===== src/rtl/pngcsp_pkg.sv =====
`default_nettype none

package pngcsp_pkg;

  // status codes
  localparam logic [2:0] ST_OK          = 3'd0;
  localparam logic [2:0] ST_BAD_SIG     = 3'd1;
  localparam logic [2:0] ST_NOT_IHDR    = 3'd2;
  localparam logic [2:0] ST_ZERO_SIZE   = 3'd3;
  localparam logic [2:0] ST_BAD_COMPR   = 3'd4;
  localparam logic [2:0] ST_BAD_FILTER  = 3'd5;

  // chunk kind codes
  localparam logic [2:0] K_IHDR  = 3'd0;
  localparam logic [2:0] K_PLTE  = 3'd1;
  localparam logic [2:0] K_SRGB  = 3'd2;
  localparam logic [2:0] K_IDAT  = 3'd3;
  localparam logic [2:0] K_GAMA  = 3'd4;
  localparam logic [2:0] K_PHYS  = 3'd5;
  localparam logic [2:0] K_IEND  = 3'd6;
  localparam logic [2:0] K_OTHER = 3'd7;

  // chunk type codes, big-endian ascii
  localparam logic [31:0] T_PLTE = 32'h504C5445;
  localparam logic [31:0] T_SRGB = 32'h73524742;
  localparam logic [31:0] T_IDAT = 32'h49444154;
  localparam logic [31:0] T_GAMA = 32'h67414D41;
  localparam logic [31:0] T_PHYS = 32'h70485973;
  localparam logic [31:0] T_IEND = 32'h49454E44;

  // file signature and the required first chunk type
  localparam logic [7:0] SIG_BYTES [8] = '{8'd137, 8'd80, 8'd78, 8'd71,
                                           8'd13, 8'd10, 8'd26, 8'd10};
  localparam logic [7:0] IHDR_BYTES [4] = '{8'd73, 8'd72, 8'd68, 8'd82};

  // one input item
  typedef struct packed {
    logic [7:0] data_byte;
    logic       file_start;
  } item_t;

  // one result item
  typedef struct packed {
    logic [2:0]  status;
    logic [2:0]  chunk_kind;
    logic [31:0] chunk_length;
    logic [31:0] image_width;
    logic [31:0] image_height;
    logic [7:0]  bit_depth;
    logic [7:0]  color_type;
    logic [7:0]  interlace_method;
    logic        end_of_image;
  } res_t;

  // chunk type to kind code
  function automatic logic [2:0] kind_of(input logic [31:0] t);
    case (t)
      T_PLTE:  return K_PLTE;
      T_SRGB:  return K_SRGB;
      T_IDAT:  return K_IDAT;
      T_GAMA:  return K_GAMA;
      T_PHYS:  return K_PHYS;
      T_IEND:  return K_IEND;
      default: return K_OTHER;
    endcase
  endfunction

endpackage

`default_nettype wire


===== src/rtl/pngcsp_in_reg.sv =====
`default_nettype none

module pngcsp_in_reg (
  input  wire logic              clk,
  input  wire logic              rst,
  input  wire logic              in_valid,
  output logic                   in_ready,
  input  wire pngcsp_pkg::item_t in_item,
  output logic                   held_valid,
  output pngcsp_pkg::item_t      held_item,
  input  wire logic              take
);
  import pngcsp_pkg::*;

  // room when empty or when the held item moves on this cycle
  assign in_ready = !held_valid || take;

  // input register
  always_ff @(posedge clk) begin
    if (rst) begin
      held_valid <= 1'b0;
    end else if (in_ready) begin
      held_valid <= in_valid;
    end
  end

  always_ff @(posedge clk) begin
    if (in_valid && in_ready) begin
      held_item <= in_item;
    end
  end

endmodule

`default_nettype wire


===== src/rtl/pngcsp_core.sv =====
`default_nettype none

module pngcsp_core (
  input  wire logic              clk,
  input  wire logic              rst,
  input  wire logic              held_valid,
  input  wire pngcsp_pkg::item_t held_item,
  output logic                   take,
  output logic                   out_valid,
  input  wire logic              out_ready,
  output pngcsp_pkg::res_t       out_res
);
  import pngcsp_pkg::*;

  typedef enum logic [3:0] {
    PH_SIG, PH_IHDR_LEN, PH_IHDR_TYPE, PH_IHDR_DATA, PH_IHDR_CRC,
    PH_LEN, PH_TYPE, PH_SKIP, PH_DONE
  } phase_t;

  phase_t      phase, phase_e, phase_next;
  logic [32:0] pos, pos_e, pos_next, pos_inc, skip_end;
  logic [31:0] cur_len, len_e, len_next;
  logic [31:0] cur_type, typ_e, typ_next;
  logic [31:0] width_store, w_e, w_next;
  logic [31:0] height_store, h_e, h_next;
  logic [23:0] header_bytes, hdr_e, hdr_next;
  logic        error_halt, halt_e, halt_next;
  logic        res_valid;
  res_t        res;
  logic [7:0]  b;
  logic [2:0]  kind;

  // the held item moves when the result register has room
  assign take = held_valid && (!out_valid || out_ready);

  assign b        = held_item.data_byte;
  assign pos_inc  = pos_e + 33'd1;
  assign skip_end = {1'b0, len_e} + 33'd4;
  assign kind     = kind_of(typ_e);

  // parse step for one byte
  always_comb begin
    // a new file restarts from the reset state
    if (held_item.file_start) begin
      phase_e = PH_SIG;
      pos_e   = '0;
      len_e   = '0;
      typ_e   = '0;
      w_e     = '0;
      h_e     = '0;
      hdr_e   = '0;
      halt_e  = 1'b0;
    end else begin
      phase_e = phase;
      pos_e   = pos;
      len_e   = cur_len;
      typ_e   = cur_type;
      w_e     = width_store;
      h_e     = height_store;
      hdr_e   = header_bytes;
      halt_e  = error_halt;
    end

    phase_next = phase_e;
    pos_next   = pos_e;
    len_next   = len_e;
    typ_next   = typ_e;
    w_next     = w_e;
    h_next     = h_e;
    hdr_next   = hdr_e;
    halt_next  = halt_e;
    res_valid  = 1'b0;
    res.status       = ST_OK;
    res.chunk_kind   = K_IHDR;
    res.chunk_length = '0;
    res.end_of_image = 1'b0;

    if (!halt_e) begin
      case (phase_e)
        PH_SIG: begin
          if (b != SIG_BYTES[pos_e[2:0]]) begin
            halt_next  = 1'b1;
            res_valid  = 1'b1;
            res.status = ST_BAD_SIG;
          end else if (pos_e[2:0] == 3'd7) begin
            phase_next = PH_IHDR_LEN;
            pos_next   = '0;
          end else begin
            pos_next = pos_inc;
          end
        end
        PH_IHDR_LEN, PH_LEN: begin
          len_next = {len_e[23:0], b};
          if (pos_e[1:0] == 2'd3) begin
            phase_next = (phase_e == PH_LEN) ? PH_TYPE : PH_IHDR_TYPE;
            pos_next   = '0;
          end else begin
            pos_next = pos_inc;
          end
        end
        PH_IHDR_TYPE: begin
          if (b != IHDR_BYTES[pos_e[1:0]]) begin
            halt_next  = 1'b1;
            res_valid  = 1'b1;
            res.status = ST_NOT_IHDR;
          end else begin
            typ_next = {typ_e[23:0], b};
            if (pos_e[1:0] == 2'd3) begin
              phase_next = PH_IHDR_DATA;
              pos_next   = '0;
            end else begin
              pos_next = pos_inc;
            end
          end
        end
        PH_IHDR_DATA: begin
          // header fields by position
          case (pos_e[3:0])
            4'd0, 4'd1, 4'd2, 4'd3: w_next = {w_e[23:0], b};
            4'd4, 4'd5, 4'd6:       h_next = {h_e[23:0], b};
            4'd7: begin
              h_next = {h_e[23:0], b};
              if (w_e == '0 || {h_e[23:0], b} == '0) begin
                halt_next  = 1'b1;
                res_valid  = 1'b1;
                res.status = ST_ZERO_SIZE;
              end
            end
            4'd8: hdr_next[23:16] = b;
            4'd9: hdr_next[15:8]  = b;
            4'd10: begin
              if (b != 8'd0) begin
                halt_next  = 1'b1;
                res_valid  = 1'b1;
                res.status = ST_BAD_COMPR;
              end
            end
            4'd11: begin
              if (b != 8'd0) begin
                halt_next  = 1'b1;
                res_valid  = 1'b1;
                res.status = ST_BAD_FILTER;
              end
            end
            default: hdr_next[7:0] = b;
          endcase
          if (pos_e[3:0] == 4'd12) begin
            phase_next = PH_IHDR_CRC;
            pos_next   = '0;
          end else begin
            pos_next = pos_inc;
          end
        end
        PH_IHDR_CRC: begin
          if (pos_e[1:0] == 2'd3) begin
            phase_next       = PH_LEN;
            pos_next         = '0;
            res_valid        = 1'b1;
            res.chunk_length = len_e;
          end else begin
            pos_next = pos_inc;
          end
        end
        PH_TYPE: begin
          typ_next = {typ_e[23:0], b};
          if (pos_e[1:0] == 2'd3) begin
            phase_next = PH_SKIP;
            pos_next   = '0;
          end else begin
            pos_next = pos_inc;
          end
        end
        PH_SKIP: begin
          // data bytes and crc skipped
          if (pos_inc == skip_end) begin
            phase_next       = (kind == K_IEND) ? PH_DONE : PH_LEN;
            pos_next         = '0;
            len_next         = '0;
            typ_next         = '0;
            res_valid        = 1'b1;
            res.chunk_kind   = kind;
            res.chunk_length = len_e;
            res.end_of_image = (kind == K_IEND);
          end else begin
            pos_next = pos_inc;
          end
        end
        default: begin
          phase_next = phase_e;
        end
      endcase
    end

    res.image_width      = w_next;
    res.image_height     = h_next;
    res.bit_depth        = hdr_next[23:16];
    res.color_type       = hdr_next[15:8];
    res.interlace_method = hdr_next[7:0];
  end

  // parse state
  always_ff @(posedge clk) begin
    if (rst) begin
      phase        <= PH_SIG;
      pos          <= '0;
      cur_len      <= '0;
      cur_type     <= '0;
      width_store  <= '0;
      height_store <= '0;
      header_bytes <= '0;
      error_halt   <= 1'b0;
    end else if (take) begin
      phase        <= phase_next;
      pos          <= pos_next;
      cur_len      <= len_next;
      cur_type     <= typ_next;
      width_store  <= w_next;
      height_store <= h_next;
      header_bytes <= hdr_next;
      error_halt   <= halt_next;
    end
  end

  // result register
  always_ff @(posedge clk) begin
    if (rst) begin
      out_valid <= 1'b0;
    end else if (take) begin
      out_valid <= res_valid;
    end else if (out_ready) begin
      out_valid <= 1'b0;
    end
  end

  always_ff @(posedge clk) begin
    if (take && res_valid) begin
      out_res <= res;
    end
  end

  // an error result halts the parse
  a_error_halts: assert property (@(posedge clk) disable iff (rst)
    take && res_valid && res.status != ST_OK |=> error_halt)
    else $error("error result did not set halt");

  // halted without restart stays silent
  a_halt_silent: assert property (@(posedge clk) disable iff (rst)
    take && error_halt && !held_item.file_start |-> !res_valid)
    else $error("result while halted");

  // nothing after the last chunk until restart
  a_done_silent: assert property (@(posedge clk) disable iff (rst)
    take && phase == PH_DONE && !held_item.file_start |-> !res_valid)
    else $error("result after end of image");

  // the last chunk closes the file
  a_eoi_done: assert property (@(posedge clk) disable iff (rst)
    take && res_valid && res.end_of_image |=> phase == PH_DONE)
    else $error("end of image without done phase");

endmodule

`default_nettype wire


===== src/rtl/png_chunk_stream_parser.sv =====
// PNG chunk stream parser
// Input channel: one file byte per item (data_byte) with file_start marking
// the first byte of a new file, handshaked by in_valid / in_ready.
// Output channel: one item per finished chunk or per detected error,
// handshaked by out_valid / out_ready. An error item carries a nonzero
// status and silences the block until the next file_start; after IEND the
// block stays silent the same way.
// Path: an accepted byte waits in the input register, is parsed when it
// moves on, and any result it causes is held in the result register.
// Throughput: one byte per cycle unless a result waits untaken; each byte
// is one pass of the parse step between the input and result registers.
// Reset: rst clears both registers and puts the parser in the signature
// phase with all captured header fields at zero.
// Stall: while a result waits in the output register, the input register
// still takes one more byte if empty; input stalls until the result is taken.
`default_nettype none

module png_chunk_stream_parser (
  input  wire logic        clk,
  input  wire logic        rst,
  input  wire logic        in_valid,
  output logic             in_ready,
  input  wire logic [7:0]  data_byte,
  input  wire logic        file_start,
  output logic             out_valid,
  input  wire logic        out_ready,
  output logic [2:0]       status,
  output logic [2:0]       chunk_kind,
  output logic [31:0]      chunk_length,
  output logic [31:0]      image_width,
  output logic [31:0]      image_height,
  output logic [7:0]       bit_depth,
  output logic [7:0]       color_type,
  output logic [7:0]       interlace_method,
  output logic             end_of_image
);
  import pngcsp_pkg::*;

  item_t in_item;
  item_t held_item;
  logic  held_valid;
  logic  take;
  res_t  out_res;

  assign in_item.data_byte  = data_byte;
  assign in_item.file_start = file_start;

  // input register
  pngcsp_in_reg u_in_reg (
    .clk        (clk),
    .rst        (rst),
    .in_valid   (in_valid),
    .in_ready   (in_ready),
    .in_item    (in_item),
    .held_valid (held_valid),
    .held_item  (held_item),
    .take       (take)
  );

  // parse step and result register
  pngcsp_core u_core (
    .clk        (clk),
    .rst        (rst),
    .held_valid (held_valid),
    .held_item  (held_item),
    .take       (take),
    .out_valid  (out_valid),
    .out_ready  (out_ready),
    .out_res    (out_res)
  );

  assign status           = out_res.status;
  assign chunk_kind       = out_res.chunk_kind;
  assign chunk_length     = out_res.chunk_length;
  assign image_width      = out_res.image_width;
  assign image_height     = out_res.image_height;
  assign bit_depth        = out_res.bit_depth;
  assign color_type       = out_res.color_type;
  assign interlace_method = out_res.interlace_method;
  assign end_of_image     = out_res.end_of_image;

endmodule

`default_nettype wire

===== config.mk =====
export PLATFORM = sky130hd
export DESIGN_NAME = png_chunk_stream_parser
export DESIGN_NICKNAME = d
export VERILOG_FILES = /design/src/rtl/pngcsp_pkg.sv /design/src/rtl/pngcsp_in_reg.sv /design/src/rtl/pngcsp_core.sv /design/src/rtl/png_chunk_stream_parser.sv
export SDC_FILE = /design/constraint.sdc
export NUM_CORES = 1
export LEC_CHECK = 0
export BUFFER_PORTS_ARGS = -buffer_cell sky130_fd_sc_hd__buf_2
export CAP_MARGIN = 0
export CORE_MARGIN = 3
export CORE_UTILIZATION = 60
export DETAILED_ROUTE_END_ITERATION = 16
export PLACE_DENSITY = 0.8
export RECOVER_POWER = 50
export SYNTH_ARGS = -nofsm -noshare
export SYNTH_HDL_FRONTEND = slang
export SYNTH_SLANG_ARGS = --single-unit

===== constraint.sdc =====
create_clock -name clk -period 14.5 [get_ports clk]
set_input_delay 1.45 -clock clk [delete_from_list [all_inputs] [get_ports clk]]
set_output_delay 1.45 -clock clk [all_outputs]
set_load 0.02 [all_outputs]

# After elaboration in Yosys (flattened, before gate mapping)
# Memory sizes are Yosys's and may differ from the RTL's.
# Cells that the tools add are included.
totals:
  ff_bits: 328
  mem_bits_ro: 64
  in_bits: 13
  out_inout_bits: 129
  elab_cells: 158
  n_memories: 1
op_classes:
  add_sub_neg: 2
  order_cmp: 2
  n_eq_ne: 31
  mux: 76
  bitwise_logic: 4
  reduce_logical: 21
memory_table:
  columns: ["name", "words", "width", "rd", "rd_clocked_by_memory_dff", "write_ports", "line_no", "source"]
  rows:
  - ["(no name shown)", 8, 8, 1, 0, 0, "pngcsp_core.sv:81", "if (b != SIG_BYTES[pos_e[2:0]]) begin"]
op_table:
  columns: ["cell", "count"]
  rows:
  - ["32-bit two-way mux", 17]
  - ["33-bit two-way mux", 8]
  - ["32-bit by 31-bit equality test with 1-bit output, second input constant", 6]
  - ["33-bit one-hot mux with 5 select lines", 1]
  - ["32-bit one-hot mux with 2 select lines", 2]
  - ["32-bit one-hot mux with 3 select lines", 1]
  - ["24-bit two-way mux", 3]
  - ["32-bit zero test", 2]
  - ["8-bit two-way mux", 7]
  - ["4-bit two-way mux", 12]
  - ["32-bit by 3-bit adder with 33-bit output, second input constant", 1]
  - ["33-bit by 1-bit adder with 33-bit output, second input constant", 1]
  - ["33-bit equality test", 1]
  - ["4-bit by 3-bit equality test with 1-bit output, second input constant", 8]
  - ["4-bit one-hot mux with 7 select lines", 1]
  - ["4-bit equality test, second input constant", 5]
  - ["3-bit one-hot mux with 3 select lines", 2]
  - ["3-bit one-hot mux with 6 select lines", 1]
  - ["8-bit binary-select mux with 2-bit select", 1]
  - ["4-bit by 2-bit equality test with 1-bit output, second input constant", 4]
  - ["8-bit != test", 2]
  - ["1-bit two-way mux", 12]
  - ["12-bit OR reduction", 1]
  - ["4-bit OR reduction", 3]
  - ["other kinds (21)", 34]

# Logic depth before layout (Yosys ltp)
logic_depth:
  depth_word: 10
  mapped_depth: 22
  ltp_nobuf: 14

# By module
# Synthesis repeated with hierarchy kept, for this count alone.
unflattened:
  cells_unflattened: 1817
  area_unflattened_um2: 16214.3
by_module_without_submodules:
  columns: ["mod", "n_inst", "cells_per_inst", "area_each_um2", "seq_area_each_um2"]
  rows:
  - ["pngcsp_core", 1, 1803, 15889.0, 7637.3]
  - ["pngcsp_in_reg", 1, 14, 325.3, 290.3]

# Worst setup path before layout
# No wires, ideal clock.
synth_timing:
  path_kind: "flip-flop to flip-flop"
  startpoint: "register, netlist name u_in_reg.held_item[0]"
  endpoint: "register, netlist name u_core.out_res[0]"
  setup_ns: 0.657
  arrival_ns: 10.278
  t_required_ns: 13.843
  setup_slack_ns: 3.565
  stages_incl_launch_ff: 19
  n_path_buf: 7
  synth_period_minus_slack_ns: 10.935
  path_cell_list: "edfxtp_1 > buf_2 > buf_2 > buf_2 > clkbuf_1 > buf_1 > clkbuf_1 > buf_1 > nor2b_1 > ha_1 > and3b_1 > nand4_1 > xor2_1 > or3_1 > a31oi_1 > nand3_1 > nor4_4 > a21oi_1 > a21oi_1"
synth_between:
  elab_chain_cells: 10
  elab_cells_between_ends: 41
  cone_classes: "2 x add/sub; 11 x eq/ne; 19 x mux; 2 x bitwise; 6 x reduce/logical; 1 x memory"
synth_rtl:
  columns: ["item", "line_no", "source"]
  rows:
  - ["parallel branches: the longest is 8 deep, another holds 33-bit by 1-bit adder with 33-bit output", null, null]
  - ["1-bit two-way mux *", "pngcsp_core.sv:78", "if (!halt_e) begin"]
  - ["1-bit logical AND *", "pngcsp_core.sv:236", "if (take && res_valid) begin"]
# Mark *: on every way between the ends. The select of a mux whose other input is x is not followed.
# A chain may end at the register's enable or synchronous reset.

# Worst setup path in the final report
layout_timing:
  startpoint: "register, netlist name u_in_reg.held_item[0]"
  endpoint: "register, netlist name u_core.out_res[23]"
layout_between:
  elab_chain_cells: 10
  elab_cells_between_ends: 41
  cone_classes: "2 x add/sub; 11 x eq/ne; 19 x mux; 2 x bitwise; 6 x reduce/logical; 1 x memory"
layout_rtl:
  columns: ["item", "line_no"]
  rows:
  - ["parallel branches: the longest is 8 deep, another holds 33-bit by 1-bit adder with 33-bit output", null]
  - ["1-bit two-way mux *", "pngcsp_core.sv:78"]
  - ["1-bit logical AND *", "pngcsp_core.sv:236"]
# Marked as above.

==> summary.txt <==
STA
  • Final count of negative-setup-slack endpoints: 0
  • Final Slew Violations: 237
  • Rel. slew slack: -99.1%
  • Slew @ Worst Pin: 2.99 ns
  • Min Tclk post-route: 9.70 ns
  • Peak Freq: 103 MHz
  • Tcrit/Tclk final: 66.9%
  • Hold Violations, Final: 0
  • Clock skew: 0.0242 ns
  • RSZ-0062 raised after global routing: false
  • TNS Setup: 0 ns

Final layout
  • Commonest non-fill, non-tap cell in the layout: nand2_1
  • Area of the multi-input gates: 0.00751 mm^2
  • Most frequent cells in the layout: nand2_1, dfxtp_1, a21oi_1, clkbuf_1, edfxtp_1
  • Post-Route Utilization: 67.4%
  • Sequential cell area: 0.00793 mm^2
  • Nets: 1,892
  • # fillers: 2,143
  • ANT cells: 0
  • Fraction of layout cells with a size suffix above 1: 6.33%
  • Area delta synth->final: 10.1%

Status
  • Violated checks: max-capacitance violations, max-slew violations
  • Status: complete, but fails checks

Placed design
  • # port buffers: 141
  • Post-DP HPWL: 29,400 um
  • Final Wtd Congestion: 0.967

Clocking
  • Post-CTS setup buffer count: 0
  • Sink Count: 328
  • H-Tree Depth: 2
  • Clock tree from TritonCTS: yes
  • Clock buffer depth: 3
  • CTS buffer count: 35
  • Hold-fix buffers at CTS: 0
  • Clock Pin Slew Worst Setup and Hold Paths: 0.06 ns
  • Worst skew pair latency: 0.52 ns
  • Root buffer cell: clkbuf_16
  • Post-cts resize count: 0

Die
  • Die area: 0.0287 mm^2
  • Site row count: 59
  • Chip height: 170 um
  • I/O Pins: 142
  • Initial core utilization: 61.2%
  • Core area: 0.0262 mm^2
  • Die width: 170 um

Logic synthesis
  • Primary FF master, synth: dfxtp_1
  • Total number of yosys warnings: 0
  • Number of synthesized flops with an enable pin: 136
  • Flops & latches, synth: 328
  • Synth Instances: 1,811
  • Synth cell types: 77
  • Post-synthesis cell area: 0.0160 mm^2
  • Sequential share of the synthesized area: 49.4%
  • Syn avg cell area: 8.86 um^2
  • FFs w/ async S/R, synth: 0%
  • Mapped Nets: 1,831

Global routing
  • Total Routing Usage GR: 30.5%
  • Grt ovf: 0
  • First-pass GRT wire length: 71,200 um
  • Antenna violations before repair: 0
  • Largest net degree at the start of global routing: 89
  • Vias in the first global route: 13.0k

Setup path
  • Reg-to-Reg Start: u_in_reg.held_item[0]$_DFFE_PP_
  • Critical path's slowest cell: clkbuf_1
  • Worst setup path start: u_in_reg.held_item[0]$_DFFE_PP_
  • Crit-path max cell delay: 1.78 ns
  • Required @ worst endpoint: 14.65 ns
  • FF-to-FF End: u_core.out_res[23]$_DFFE_PP_
  • Crit path buf inv count: 5
  • Levels on crit path: 13
  • Capture point of the critical path: u_core.out_res[23]$_DFFE_PP_
  • WS Path Type: reg -> reg
  • Critical Path Start Type: flip-flop
  • R2r setup slk: 4.80 ns
  • R2R cell count: 13
  • Endpoint class of the critical path: flip-flop
  • Critical path peak fanout: 61
  • Crit path max-delay family: buffers and inverters
  • CP arrival: 9.85 ns
  • Critical-path cell list: clkbuf_1 > inv_1 > clkbuf_1 > nand2_1 > xnor2_1 > xnor2_1 > a2111oi_0 > nand3_2 > nor4_4 > a21oi_1 > a21oi_4 > buf_4 > buf_4

Routing
  • Aggregate routed wire length: 44,900 um
  • Via count: 14.2k
  • Vias/cell: 6.38
  • WL per Instance: 20.1 um
  • Iter 0 DRT Violations: 1,655
  • Antenna-violating nets left: 0
  • Drt drc: 0
  • First drt pass iteration count: 6

Worst hold path
  • Hold crit path type: reg -> reg
  • Hold_sp: u_core.height_store[28]$_SDFFE_PP0P_

Flow run
  • Max-cap viol count: 5

Power
  • Max VDD drop: 0.0897 mV
  • Cell leakage power: 5.94 nW
  • Pwr dens: 111 mW/mm^2
## report_power, final
part           switching (W)  internal [W]  total (W)  leakage [nW]
Combinational      0.0000964     0.0000265   0.000123          2.55
Sequential         0.0000209      0.000985    0.00101          2.87
Clock               0.000361      0.000478   0.000839         0.514
Total               0.000478       0.00149    0.00197          5.94
## worst min-delay path, delay by kind of cell (launching register included)
family,cells,cell delay [ns]
and+or+nand+nor,1,0.05
DFF,1,0.31
AOI/OAI and AO/OA,1,0.05
## Yosys cell counts (37+ instances only)
library cell  number  share of area (%)
a21oi_1          167                5.2
and2_1            37                1.4
edfxtp_1         136                 25
nand2_1          375                8.8
nor2_1           122                2.9
nor3_1            50                1.6
xnor2_1           57                3.1
o21ai_0           61                1.9
nand3_1           50                1.6
clkbuf_1         102                2.4
dfxtp_1          192                 24
nor4_1            43                1.7
a22o_1            54                2.9
## through the flow
| stage | power (W) | setup slack [ns] | area [um^2] | hold WS, ns | std cells |
|---|---|---|---|---|---|
| floorplan | 0.00111 | 3.56 | 16000 | 0.437 | 1811 |
| global placement | 0.00115 | 7.55 | 16800 | 0.441 | 2170 |
| finish | 0.00197 | 4.80 | 17700 | 0.460 | 2232 |
| global route | 0.00203 | 4.17 | 17700 | 0.476 | 2232 |
| CTS | 0.00198 | 7.29 | 17800 | 0.458 | 2232 |
| detailed placement | 0.00115 | 7.29 | 16800 | 0.449 | 2170 |
## registers in the layout (all words and copies together), names as in the netlist
name / count
u_core.cur_len: 32
u_core.cur_type: 32
u_core.error_halt: 1
u_core.header_bytes: 24
u_core.height_store: 32
u_core.out_res: 127
u_core.out_valid: 1
u_core.phase: 4
u_core.pos: 33
u_core.width_store: 32
u_in_reg.held_item: 9
u_in_reg.held_valid: 1
## cells by family after synthesis
logic type | Yosys count | share of synthesized area (%)
AOI/OAI and AO/OA | 393 | 15.6
xor gates and xnor gates | 84 | 4.84
adders and majority gates | 7 | 0.546
buffers and inverters | 156 | 4.04
DFF | 328 | 49.4
muxes | 3 | 0.195
and+or+nand+nor | 840 | 25.4
## cell type report
type | count | share of cell area (%)
Tap cell | 335 | 2.37
Multi-Input combinational cell | 1327 | 42.5
Timing Repair Buffer | 159 | 3.73
Clock buffer | 48 | 5.35
Sequential cell | 328 | 44.9
Clock inverter | 14 | 0.708
Inverter | 21 | 0.446
## worst min-delay path by stage
stage          slack [ns]  cells after the start                                    to
3_5_place_dp         0.45                      2   u_core.header_bytes[0]$_SDFFE_PP0P_
3_3_place_gp         0.44                      2   u_core.header_bytes[1]$_SDFFE_PP0P_
2_1_floorplan        0.44                      2   u_core.header_bytes[0]$_SDFFE_PP0P_
6_report             0.46                      2  u_core.height_store[28]$_SDFFE_PP0P_
4_1_cts              0.46                      2   u_core.header_bytes[0]$_SDFFE_PP0P_
5_1_grt              0.48                      2  u_core.height_store[29]$_SDFFE_PP0P_
## metal layers
metal	GRT usage, %	wire [um]
met1	46.3	19400
met2	44.7	19500
met3	5.47	4880
met4	9.25	1180
met5	0	0
Note: power is estimated with default switching activity, not from simulation.
